--- src/rtl/tld_pkg.sv ---
// Shared constants, types and calendar functions for the timestamp to local date core.
`timescale 1ns / 1ps

package tld_pkg;

   // Span of timestamps that the core converts.
   localparam logic [31:0] EPOCH_2000  = 32'd946684800;
   localparam logic [31:0] LAST_SECOND = 32'd4102444799;

   // Reciprocal constants: floor(x / d) == (x * RECIP) >> SHIFT over the value range used.
   localparam logic [25:0] RECIP_DAY       = 26'd50903317;  // (t >> 7) / 675
   localparam int          DAY_SHIFT       = 35;
   localparam logic [16:0] SECS_PER_DAY    = 17'd86400;
   localparam logic [16:0] RECIP_CYCLE     = 17'd91868;     // day number / 1461
   localparam int          CYCLE_SHIFT     = 27;
   localparam logic [10:0] DAYS_PER_CYCLE  = 11'd1461;
   localparam logic [17:0] RECIP_HOUR      = 18'd149131;    // second of day / 3600
   localparam int          HOUR_SHIFT      = 29;
   localparam logic [11:0] SECS_PER_HOUR   = 12'd3600;
   localparam logic [12:0] RECIP_MINUTE    = 13'd4370;      // second of hour / 60
   localparam int          MINUTE_SHIFT    = 18;
   localparam logic [5:0]  SECS_PER_MINUTE = 6'd60;

   localparam logic [10:0] LEAP_YEAR_DAYS  = 11'd366;
   localparam logic [10:0] YEAR_DAYS       = 11'd365;
   localparam logic [10:0] TWO_YEAR_DAYS   = 11'd730;
   localparam logic [11:0] BASE_YEAR       = 12'd2000;

   localparam logic [3:0]  JANUARY         = 4'd1;
   localparam logic [3:0]  FEBRUARY        = 4'd2;
   localparam logic [3:0]  MARCH           = 4'd3;
   localparam logic [3:0]  DECEMBER        = 4'd12;

   localparam logic [6:0]  HOURS_PER_DAY   = 7'd24;
   localparam logic signed [4:0] ZONE_RESET = 5'sd8;
   localparam logic signed [4:0] ZONE_MIN   = -5'sd12;
   localparam logic signed [4:0] ZONE_MAX   = 5'sd12;

   // UTC date and hour as it leaves the calendar stages, with the raw zone offset.
   typedef struct packed {
      logic [6:0]        year_idx;  // years since 2000
      logic              leap;
      logic [3:0]        month;
      logic [4:0]        day;
      logic [4:0]        hour;
      logic signed [4:0] zone;
   } utc_date_type;

   // Local date and hour after the zone shift.
   typedef struct packed {
      logic [11:0] year;
      logic [3:0]  month;
      logic [4:0]  day;
      logic [4:0]  hour;
   } local_date_type;

   function automatic logic [4:0] month_days(logic [3:0] month, logic leap);
      logic [4:0] n;
      if (month == FEBRUARY) begin
         n = leap ? 5'd29 : 5'd28;
      end else if (month inside {4'd4, 4'd6, 4'd9, 4'd11}) begin
         n = 5'd30;
      end else begin
         n = 5'd31;
      end
      return n;
   endfunction

   // Zero-based day of year on which a month begins.
   function automatic logic [8:0] month_start(logic [3:0] month, logic leap);
      logic [8:0] s;
      case (month)
         4'd1:    s = 9'd0;
         4'd2:    s = 9'd31;
         4'd3:    s = 9'd59;
         4'd4:    s = 9'd90;
         4'd5:    s = 9'd120;
         4'd6:    s = 9'd151;
         4'd7:    s = 9'd181;
         4'd8:    s = 9'd212;
         4'd9:    s = 9'd243;
         4'd10:   s = 9'd273;
         4'd11:   s = 9'd304;
         4'd12:   s = 9'd334;
         default: s = 9'd0;
      endcase
      if (leap && month >= MARCH) begin
         s = s + 9'd1;
      end
      return s;
   endfunction

endpackage

--- src/rtl/timestamp_to_local_date_core.sv ---
// Top level of the timestamp to local date core: seven-stage conversion pipeline.
`timescale 1ns / 1ps

// This core turns a 32-bit Unix timestamp into the local calendar date and time of day. Each
// beat on the req_ side carries one timestamp and yields exactly one beat on the rsp_ side with
// year, month, day, hour, minute and second, in order. Timestamps before 2000-01-01 00:00:00 UTC
// or after 2099-12-31 23:59:59 UTC are converted as those limits, and the leap rule is "year
// divisible by four", which is exact over that span. The date is then shifted by the zone
// offset held in the csr_ register (signed whole hours, reset value +8, values beyond +/-12 act
// as +/-12), so the reported year runs from 1999 to 2100. The csr_ port is always ready and
// should be written only while no conversion is in flight. The core is a seven-stage pipeline
// that accepts one beat every cycle while the output is not stalled; the depth is set by the
// chain of reciprocal multiplications (by day, by four-year cycle, by hour and by minute), each
// of which gets its own register stage. Stages hold while the output is stalled, and empty
// stages still take new beats, so throughput is one beat per cycle whenever rsp_tready is
// high.

module timestamp_to_local_date_core (
   input  logic        clock,
   input  logic        reset,
   // Timestamp input.
   input  logic        req_tvalid,
   output logic        req_tready,
   input  logic [31:0] req_tdata,   // [31:0] timestamp
   // Local date output.
   output logic        rsp_tvalid,
   input  logic        rsp_tready,
   output logic [39:0] rsp_tdata,   // [11:0] year, [15:12] month, [20:16] day, [25:21] hour,
                                    // [31:26] minute, [37:32] second, [39:38] zero
   // Zone offset register.
   input  logic        csr_valid,
   output logic        csr_ready,
   input  logic [4:0]  csr_data     // [4:0] zone_offset_hours, signed
);

   // Zone offset register.
   logic signed [4:0] zone_ff;

   assign csr_ready = 1'b1;

   always_ff @(posedge clock) begin
      if (reset) begin
         zone_ff <= tld_pkg::ZONE_RESET;
      end else if (csr_valid) begin
         zone_ff <= $signed(csr_data);
      end
   end

   // Pipeline control: a stage loads when it is empty or when the stage after it moves on.
   logic [7:1] vld_ff;
   logic [7:1] vld_in;
   logic [7:1] en;

   assign en[7] = !vld_ff[7] || rsp_tready;
   assign en[6] = !vld_ff[6] || en[7];
   assign en[5] = !vld_ff[5] || en[6];
   assign en[4] = !vld_ff[4] || en[5];
   assign en[3] = !vld_ff[3] || en[4];
   assign en[2] = !vld_ff[2] || en[3];
   assign en[1] = !vld_ff[1] || en[2];

   assign req_tready = en[1];
   assign rsp_tvalid = vld_ff[7];

   always_comb begin
      vld_in = {vld_ff[6:1], req_tvalid};
      for (int k = 1; k <= 7; k++) begin
         if (!en[k]) begin
            vld_in[k] = vld_ff[k];
         end
      end
   end

   always_ff @(posedge clock) begin
      if (reset) begin
         vld_ff <= '0;
      end else begin
         vld_ff <= vld_in;
      end
   end

   // Stage 1: clamp to the supported span and count seconds from 2000-01-01.
   logic [31:0] ts;
   logic [31:0] t1_in, t1_ff;

   always_comb begin
      ts = req_tdata;
      if (ts < tld_pkg::EPOCH_2000) begin
         ts = tld_pkg::EPOCH_2000;
      end else if (ts > tld_pkg::LAST_SECOND) begin
         ts = tld_pkg::LAST_SECOND;
      end
      t1_in = ts - tld_pkg::EPOCH_2000;
   end

   always_ff @(posedge clock) begin
      if (en[1]) begin
         t1_ff <= t1_in;
      end
   end

   // Stage 2: day number. 86400 is 128 * 675, so the low seven bits are dropped first.
   logic [50:0] day_prod;
   logic [15:0] daynum2_in, daynum2_ff;
   logic [16:0] tlo2_ff;

   assign day_prod   = {26'd0, t1_ff[31:7]} * {25'd0, tld_pkg::RECIP_DAY};
   assign daynum2_in = day_prod[tld_pkg::DAY_SHIFT +: 16];

   always_ff @(posedge clock) begin
      if (en[2]) begin
         daynum2_ff <= daynum2_in;
         tlo2_ff    <= t1_ff[16:0];
      end
   end

   // Stage 3: second of the day and four-year cycle index.
   logic [32:0] day_secs;
   logic [32:0] cycle_prod;
   logic [16:0] daysec3_in, daysec3_ff;
   logic [4:0]  cyc3_in, cyc3_ff;
   logic [15:0] daynum3_ff;

   assign day_secs   = {17'd0, daynum2_ff} * {16'd0, tld_pkg::SECS_PER_DAY};
   assign daysec3_in = tlo2_ff - day_secs[16:0];
   assign cycle_prod = {17'd0, daynum2_ff} * {16'd0, tld_pkg::RECIP_CYCLE};
   assign cyc3_in    = cycle_prod[tld_pkg::CYCLE_SHIFT +: 5];

   always_ff @(posedge clock) begin
      if (en[3]) begin
         daysec3_ff <= daysec3_in;
         cyc3_ff    <= cyc3_in;
         daynum3_ff <= daynum2_ff;
      end
   end

   // Stage 4: day within the cycle and hour of the day.
   logic [15:0] cycle_days;
   logic [15:0] rem_full;
   logic [34:0] hour_prod;
   logic [10:0] rem4_in, rem4_ff;
   logic [4:0]  hour4_in, hour4_ff;
   logic [4:0]  cyc4_ff;
   logic [16:0] daysec4_ff;

   assign cycle_days = {11'd0, cyc3_ff} * {5'd0, tld_pkg::DAYS_PER_CYCLE};
   assign rem_full   = daynum3_ff - cycle_days;
   assign rem4_in    = rem_full[10:0];
   assign hour_prod  = {18'd0, daysec3_ff} * {17'd0, tld_pkg::RECIP_HOUR};
   assign hour4_in   = hour_prod[tld_pkg::HOUR_SHIFT +: 5];

   always_ff @(posedge clock) begin
      if (en[4]) begin
         rem4_ff    <= rem4_in;
         hour4_ff   <= hour4_in;
         cyc4_ff    <= cyc3_ff;
         daysec4_ff <= daysec3_ff;
      end
   end

   // Stage 5: year within the cycle (the first one is the leap year) and second of the hour.
   logic [10:0] after_leap;
   logic [1:0]  yoff;
   logic [10:0] doy_full;
   logic [16:0] hour_secs;
   logic [16:0] minsec_full;
   logic [6:0]  year5_in, year5_ff;
   logic        leap5_in, leap5_ff;
   logic [8:0]  doy5_in, doy5_ff;
   logic [11:0] minsec5_in, minsec5_ff;
   logic [4:0]  hour5_ff;

   always_comb begin
      after_leap = rem4_ff - tld_pkg::LEAP_YEAR_DAYS;
      if (rem4_ff < tld_pkg::LEAP_YEAR_DAYS) begin
         yoff     = 2'd0;
         doy_full = rem4_ff;
      end else if (after_leap >= tld_pkg::TWO_YEAR_DAYS) begin
         yoff     = 2'd3;
         doy_full = after_leap - tld_pkg::TWO_YEAR_DAYS;
      end else if (after_leap >= tld_pkg::YEAR_DAYS) begin
         yoff     = 2'd2;
         doy_full = after_leap - tld_pkg::YEAR_DAYS;
      end else begin
         yoff     = 2'd1;
         doy_full = after_leap;
      end
   end

   assign year5_in    = {cyc4_ff, yoff};
   assign leap5_in    = (yoff == 2'd0);
   assign doy5_in     = doy_full[8:0];
   assign hour_secs   = {12'd0, hour4_ff} * {5'd0, tld_pkg::SECS_PER_HOUR};
   assign minsec_full = daysec4_ff - hour_secs;
   assign minsec5_in  = minsec_full[11:0];

   always_ff @(posedge clock) begin
      if (en[5]) begin
         year5_ff   <= year5_in;
         leap5_ff   <= leap5_in;
         doy5_ff    <= doy5_in;
         minsec5_ff <= minsec5_in;
         hour5_ff   <= hour4_ff;
      end
   end

   // Stage 6: month and day from the day of the year, and the minute.
   logic [3:0]  month6_in, month6_ff;
   logic [8:0]  day_full;
   logic [4:0]  day6_in, day6_ff;
   logic [24:0] minute_prod;
   logic [5:0]  minute6_in, minute6_ff;
   logic [6:0]  year6_ff;
   logic        leap6_ff;
   logic [11:0] minsec6_ff;
   logic [4:0]  hour6_ff;

   always_comb begin
      month6_in = tld_pkg::JANUARY;
      for (int m = 2; m <= 12; m++) begin
         if (doy5_ff >= tld_pkg::month_start(4'(m), leap5_ff)) begin
            month6_in = 4'(m);
         end
      end
      day_full = doy5_ff - tld_pkg::month_start(month6_in, leap5_ff) + 9'd1;
   end

   assign day6_in     = day_full[4:0];
   assign minute_prod = {13'd0, minsec5_ff} * {12'd0, tld_pkg::RECIP_MINUTE};
   assign minute6_in  = minute_prod[tld_pkg::MINUTE_SHIFT +: 6];

   always_ff @(posedge clock) begin
      if (en[6]) begin
         month6_ff  <= month6_in;
         day6_ff    <= day6_in;
         minute6_ff <= minute6_in;
         year6_ff   <= year5_ff;
         leap6_ff   <= leap5_ff;
         minsec6_ff <= minsec5_ff;
         hour6_ff   <= hour5_ff;
      end
   end

   // Stage 7: the second, and the zone shift into the output register.
   tld_pkg::utc_date_type   utc6;
   tld_pkg::local_date_type loc7_in, loc7_ff;
   logic [11:0]             minute_secs;
   logic [11:0]             second_full;
   logic [5:0]              second7_in, second7_ff;
   logic [5:0]              minute7_ff;

   assign utc6.year_idx = year6_ff;
   assign utc6.leap     = leap6_ff;
   assign utc6.month    = month6_ff;
   assign utc6.day      = day6_ff;
   assign utc6.hour     = hour6_ff;
   assign utc6.zone     = zone_ff;

   tld_zone_shift u_zone_shift (
      .utc (utc6),
      .loc (loc7_in)
   );

   assign minute_secs = {6'd0, minute6_ff} * {6'd0, tld_pkg::SECS_PER_MINUTE};
   assign second_full = minsec6_ff - minute_secs;
   assign second7_in  = second_full[5:0];

   always_ff @(posedge clock) begin
      if (en[7]) begin
         loc7_ff    <= loc7_in;
         second7_ff <= second7_in;
         minute7_ff <= minute6_ff;
      end
   end

   assign rsp_tdata = {2'b00, second7_ff, minute7_ff, loc7_ff.hour, loc7_ff.day,
                       loc7_ff.month, loc7_ff.year};

   // An output that is empty never holds back the input.
   a_ready_when_empty: assert property (@(posedge clock) disable iff (reset)
      !rsp_tvalid |-> req_tready)
      else $error("input stalled while the output register is empty");

   // Every delivered date has its year, month and day within range for the shifted span.
   a_date_range: assert property (@(posedge clock) disable iff (reset)
      rsp_tvalid |-> (loc7_ff.year >= 12'd1999 && loc7_ff.year <= 12'd2100 &&
                      loc7_ff.month >= 4'd1 && loc7_ff.month <= 4'd12 &&
                      loc7_ff.day >= 5'd1 && loc7_ff.day <= 5'd31))
      else $error("delivered date out of range");

   // The reciprocal divisions must leave proper remainders.
   a_time_range: assert property (@(posedge clock) disable iff (reset)
      rsp_tvalid |-> (loc7_ff.hour <= 5'd23 && minute7_ff <= 6'd59 && second7_ff <= 6'd59))
      else $error("delivered time of day out of range");

   // A beat that reaches the output stage came from the stage before it.
   a_stage_origin: assert property (@(posedge clock) disable iff (reset)
      $rose(vld_ff[7]) |-> $past(vld_ff[6]))
      else $error("output beat appeared without a source beat");

endmodule

--- src/rtl/tld_zone_shift.sv ---
// Time-zone shift of a UTC date and hour with day, month and year rollover.
`timescale 1ns / 1ps

module tld_zone_shift (
   input  tld_pkg::utc_date_type   utc,
   output tld_pkg::local_date_type loc
);

   logic signed [4:0] zone;
   logic signed [6:0] hour_sum;
   logic [11:0]       year;
   logic [3:0]        prev_month;

   always_comb begin
      if (utc.zone < tld_pkg::ZONE_MIN) begin
         zone = tld_pkg::ZONE_MIN;
      end else if (utc.zone > tld_pkg::ZONE_MAX) begin
         zone = tld_pkg::ZONE_MAX;
      end else begin
         zone = utc.zone;
      end
   end

   assign hour_sum   = $signed({2'b00, utc.hour}) + $signed({{2{zone[4]}}, zone});
   assign year       = tld_pkg::BASE_YEAR + {5'd0, utc.year_idx};
   assign prev_month = utc.month - 4'd1;

   always_comb begin
      loc.year  = year;
      loc.month = utc.month;
      loc.day   = utc.day;
      loc.hour  = hour_sum[4:0];
      if (hour_sum < 7'sd0) begin
         // Local time falls on the previous day.
         loc.hour = 5'(hour_sum + $signed(tld_pkg::HOURS_PER_DAY));
         if (utc.day == 5'd1) begin
            if (utc.month == tld_pkg::JANUARY) begin
               loc.year  = year - 12'd1;
               loc.month = tld_pkg::DECEMBER;
               loc.day   = 5'd31;
            end else begin
               loc.month = prev_month;
               loc.day   = tld_pkg::month_days(prev_month, utc.leap);
            end
         end else begin
            loc.day = utc.day - 5'd1;
         end
      end else if (hour_sum >= $signed(tld_pkg::HOURS_PER_DAY)) begin
         // Local time falls on the next day.
         loc.hour = 5'(hour_sum - $signed(tld_pkg::HOURS_PER_DAY));
         if (utc.day == tld_pkg::month_days(utc.month, utc.leap)) begin
            loc.day = 5'd1;
            if (utc.month == tld_pkg::DECEMBER) begin
               loc.month = tld_pkg::JANUARY;
               loc.year  = year + 12'd1;
            end else begin
               loc.month = utc.month + 4'd1;
            end
         end else begin
            loc.day = utc.day + 5'd1;
         end
      end
   end

endmodule

--- config.mk ---
export PLATFORM = sky130hd
export DESIGN_NAME = timestamp_to_local_date_core
export DESIGN_NICKNAME = d
export VERILOG_FILES = /design/src/rtl/tld_pkg.sv /design/src/rtl/timestamp_to_local_date_core.sv /design/src/rtl/tld_zone_shift.sv
export SDC_FILE = /design/constraint.sdc
export NUM_CORES = 2
export LEC_CHECK = 0
export BUFFER_PORTS_ARGS = -buffer_cell sky130_fd_sc_hd__buf_2
export CORE_MARGIN = 2
export CORE_UTILIZATION = 45
export CTS_CLUSTER_SIZE = 24
export DETAILED_ROUTE_END_ITERATION = 12
export GPL_TIMING_DRIVEN = 1
export PLACE_DENSITY = 0.73
export SYNTH_ARGS = -nofsm -noshare
export SYNTH_HDL_FRONTEND = slang
export SYNTH_HIERARCHICAL = 1
export SYNTH_SLANG_ARGS = --single-unit
--- constraint.sdc ---
create_clock -name clock -period 6.6 [get_ports clock]
set_input_delay 0.66 -clock clock [delete_from_list [all_inputs] [get_ports clock]]
set_output_delay 0.66 -clock clock [all_outputs]
set_load 0.02 [all_outputs]
==> impl_metrics.toml <==
[critical_path]
path_class = "reg2reg"
cp.arrival_ps = 6740
path_buf_inv = 5
cpMaxStageDelayCell = "fa_1"
start_kind = "flip-flop"
crit_family = "adder cells"
crit_fanout = 5
required_ps = 6920
cp-end-kind = "flip-flop"
crit_top_cell = "fa_1"
cp_cell_sequence = "fa_1, ha_1, inv_1, fa_1, inv_1, fa_1, inv_1, fa_1, fa_1, fa_1, inv_1, ha_1, and4_1, nand4_1, o41ai_2, o21ai_0, buf_4, o211a_4, o211a_1, a211o_1"
slowest_delay_ps = 560

[placed_design]
numPortBuffers = 81
routabilityCongestion = 0.948
dp_cells = 4257
dp_hpwl_mm = 61.5
dpl-instance-area_mm2 = 0.0356

[global_route]
grt_pass1_wl_mm = 120
grt_max_degree = 39
antenna_found_initial = 0
grt_use_total = 0.191
grt_pass1_vias = 23600
grt-ovfl-total = 0

[floorplanning]
core-area_mm2 = 0.0743
start_util = 0.454
die_h_um = 278
die_x_um = 278
num_rows = 100
die-area_mm2 = 0.0772
pin_count = 85

[timing]
max_freq_ghz = 0.156
worstMarginPinSlew_ps = 933
relSlewSlack = 0.377
grt_setup_unrepaired = "yes"
hold_violations = 0
final-setup-viol-count = 0
fin_worst_skew_ps = 21.1
timing.hold.ws_ps = 296
min_period_over_period = 0.972
fin_crit_ps = 6410
drv_slew = 0

[layout]
finalInstanceArea_mm2 = 0.0365
layout_common_cells = "inv_1 (772), ha_1 (732), fa_1 (376)"
fin_cells = 4314
final_nets = 4473
syn2layout_area_growth_pct = 8.33
drive_above_1_share = 0.0709
final_common_cell = "inv_1"
fill_cells = 6675
final_core_util = 0.492

[clock_network]
clk_pin_slew_worst_paths_ps = 60
cts_tree = "yes"
htree_levels = 1
cts_inserted_buffers = 28
cts.sink_count = 249
clk_path_buf_depth = 3
insertion_delay_ps = 590
cts-root-buf = "clkbuf_16"
cts_hold_buf = 0

[synth]
synth_ff_type = "edfxtp_1"
yosys_warnings = 6
synthCells = 3193
synth-edff-count = 237
syn-mean-instance-area_um2 = 10.6
yosysSeqAreaShare = 0.218
yosysUniqueCellTypes = 103
async_reset_ff_frac = 0
synth_seq_cells = 249
synthesis.area_mm2 = 0.0337

[route]
wl_per_cell_um = 16.6
via_per_inst = 5.19
firstDrtPassIters = 5
dr.first_iter.drc_count = 1058
routed_wl_mm = 71.8
drc_errors = 0
routed-via-count = 22400
ant_nets = 0

[run_status]
outcome = "completed"

[worst_hold_path]
hold_path.class = "in2reg"

[flow_run]
max_cap_viol_count = 0
==> routing by layer <==
| layer | track usage | part of all wire | wire, µm |
|---|---|---|---|
| met5 | 0 | 0 | 0 |
| met4 | 0.0430 | 0.025 | 1790 |
| met3 | 0.0185 | 0.038 | 2730 |
| met2 | 0.343 | 0.50 | 35600 |
| met1 | 0.249 | 0.44 | 31700 |
==> final cells by class <==
class / count / area (µm²) / share of cell area
clock inverters: 12 / 100 / 0.00274
well taps: 969 / 1210 / 0.0332
inverters: 774 / 2910 / 0.0795
flip-flops and latches: 249 / 7360 / 0.201
diodes: 1 / 2.50 / 0.0000685
repair buffers: 139 / 841 / 0.0230
multi-input cells: 2131 / 23300 / 0.638
clock buffers: 39 / 815 / 0.0223
==> per-stage QoR <==
stage / setup TNS, ps / worst slack [ps]
after floorplan: 0 / 446
after global placement: 0 / 225
after detailed placement: 0 / 143
after CTS: 0 / 123
after global routing: -10.2 / -10.2
final: 0 / 186
==> registers in the layout (all words and copies together) (netlist names), 7 cells and up <==
register    flops
tlo2_ff        17
daysec4_ff     12
minsec5_ff     12
vld_ff          7
doy5_ff         9
daysec3_ff     17
t1_ff          32
year6_ff        7
daynum2_ff     16
rem4_ff        11
rsp_tdata      26
daynum3_ff     11
year5_ff        7
==> synth_stat cells (6+ instances only) <==
master / number / area [µm²]
a211oi_1: 19 / 143
a21oi_1: 120 / 601
o22ai_1: 9 / 56.3
or3_1: 10 / 62.6
xor2_1: 42 / 368
o21a_1: 17 / 128
inv_1: 772 / 2900
nand4_1: 22 / 138
ha_1: 732 / 9160
a311o_1: 6 / 60.1
edfxtp_1: 237 / 7120
or2_2: 8 / 50.1
a31oi_1: 21 / 131
fa_1: 376 / 7530
nand4b_1: 7 / 61.3
buf_2: 12 / 60.1
xnor2_1: 99 / 867
a21o_1: 41 / 308
mux2i_1: 8 / 80.1
a211o_1: 14 / 123
nand3_1: 30 / 150
o211ai_1: 14 / 105
buf_4: 6 / 45.0
nand3b_1: 7 / 52.6
o21ai_1: 9 / 45.0
o31ai_1: 11 / 82.6
nor3_1: 30 / 150
a21boi_0: 6 / 45.0
nand2_1: 79 / 297
o21ai_0: 81 / 405
clkbuf_1: 20 / 75.1
nor4_1: 16 / 100
nand2b_1: 16 / 100
nor2b_1: 16 / 100
o21bai_1: 13 / 97.6
and3_1: 13 / 81.3
and4_1: 6 / 52.6
nor2_1: 110 / 413
and2_1: 14 / 87.6
dfxtp_1: 12 / 240
==> final timing paths <==
path / start / end / slack [ps] / depth (start not counted)
worst max register to register: t1_ff[17]$_DFFE_PP_ / daynum2_ff[15]$_DFFE_PP_ / 190 / 20
worst max-delay path: t1_ff[17]$_DFFE_PP_ / daynum2_ff[15]$_DFFE_PP_ / 190 / 20
worst min-delay path: csr_data[3] / zone_ff[3]$_SDFFE_PP1P_ / 300 / 2
worst min register to register: hour5_ff[2]$_DFFE_PP_ / hour6_ff[2]$_DFFE_PP_ / 420 / 0
==> cells by family (layout without fill, tap and decap cells) <==
kind of cell	count (synthesis)	count (layout)	synth area share
mux	10	10	0.00304
flops	249	249	0.218
buf+inv	814	964	0.0919
other cells	2	4	0.000223
fa+ha+maj	1108	1108	0.495
simple gates	413	413	0.0640
xor+xnor	143	143	0.0379
compound gates	454	454	0.0902
==> worst reg2reg max path: stages (launching register included) <==
cell and delay (ps):
edfxtp_1 460, fa_1 510, ha_1 290, inv_1 50
fa_1 500, inv_1 50, fa_1 480, inv_1 60
fa_1 500, fa_1 530, fa_1 560, inv_1 50
ha_1 310, and4_1 210, nand4_1 150, o41ai_2 400
o21ai_0 160, buf_4 180, o211a_4 270, o211a_1 230
a211o_1 230
==> what timing repair did <==
item | 4_1_cts | 5_1_grt
gates resized for setup | 0 | 5
buffers inserted | 0 | 5
endpoints found under the hold margin | 0 | 0
setup endpoints to repair | 0 | 2
Power is not shown: default switching activity piles up to over one toggle a cycle in this logic, so the estimate is an artifact.
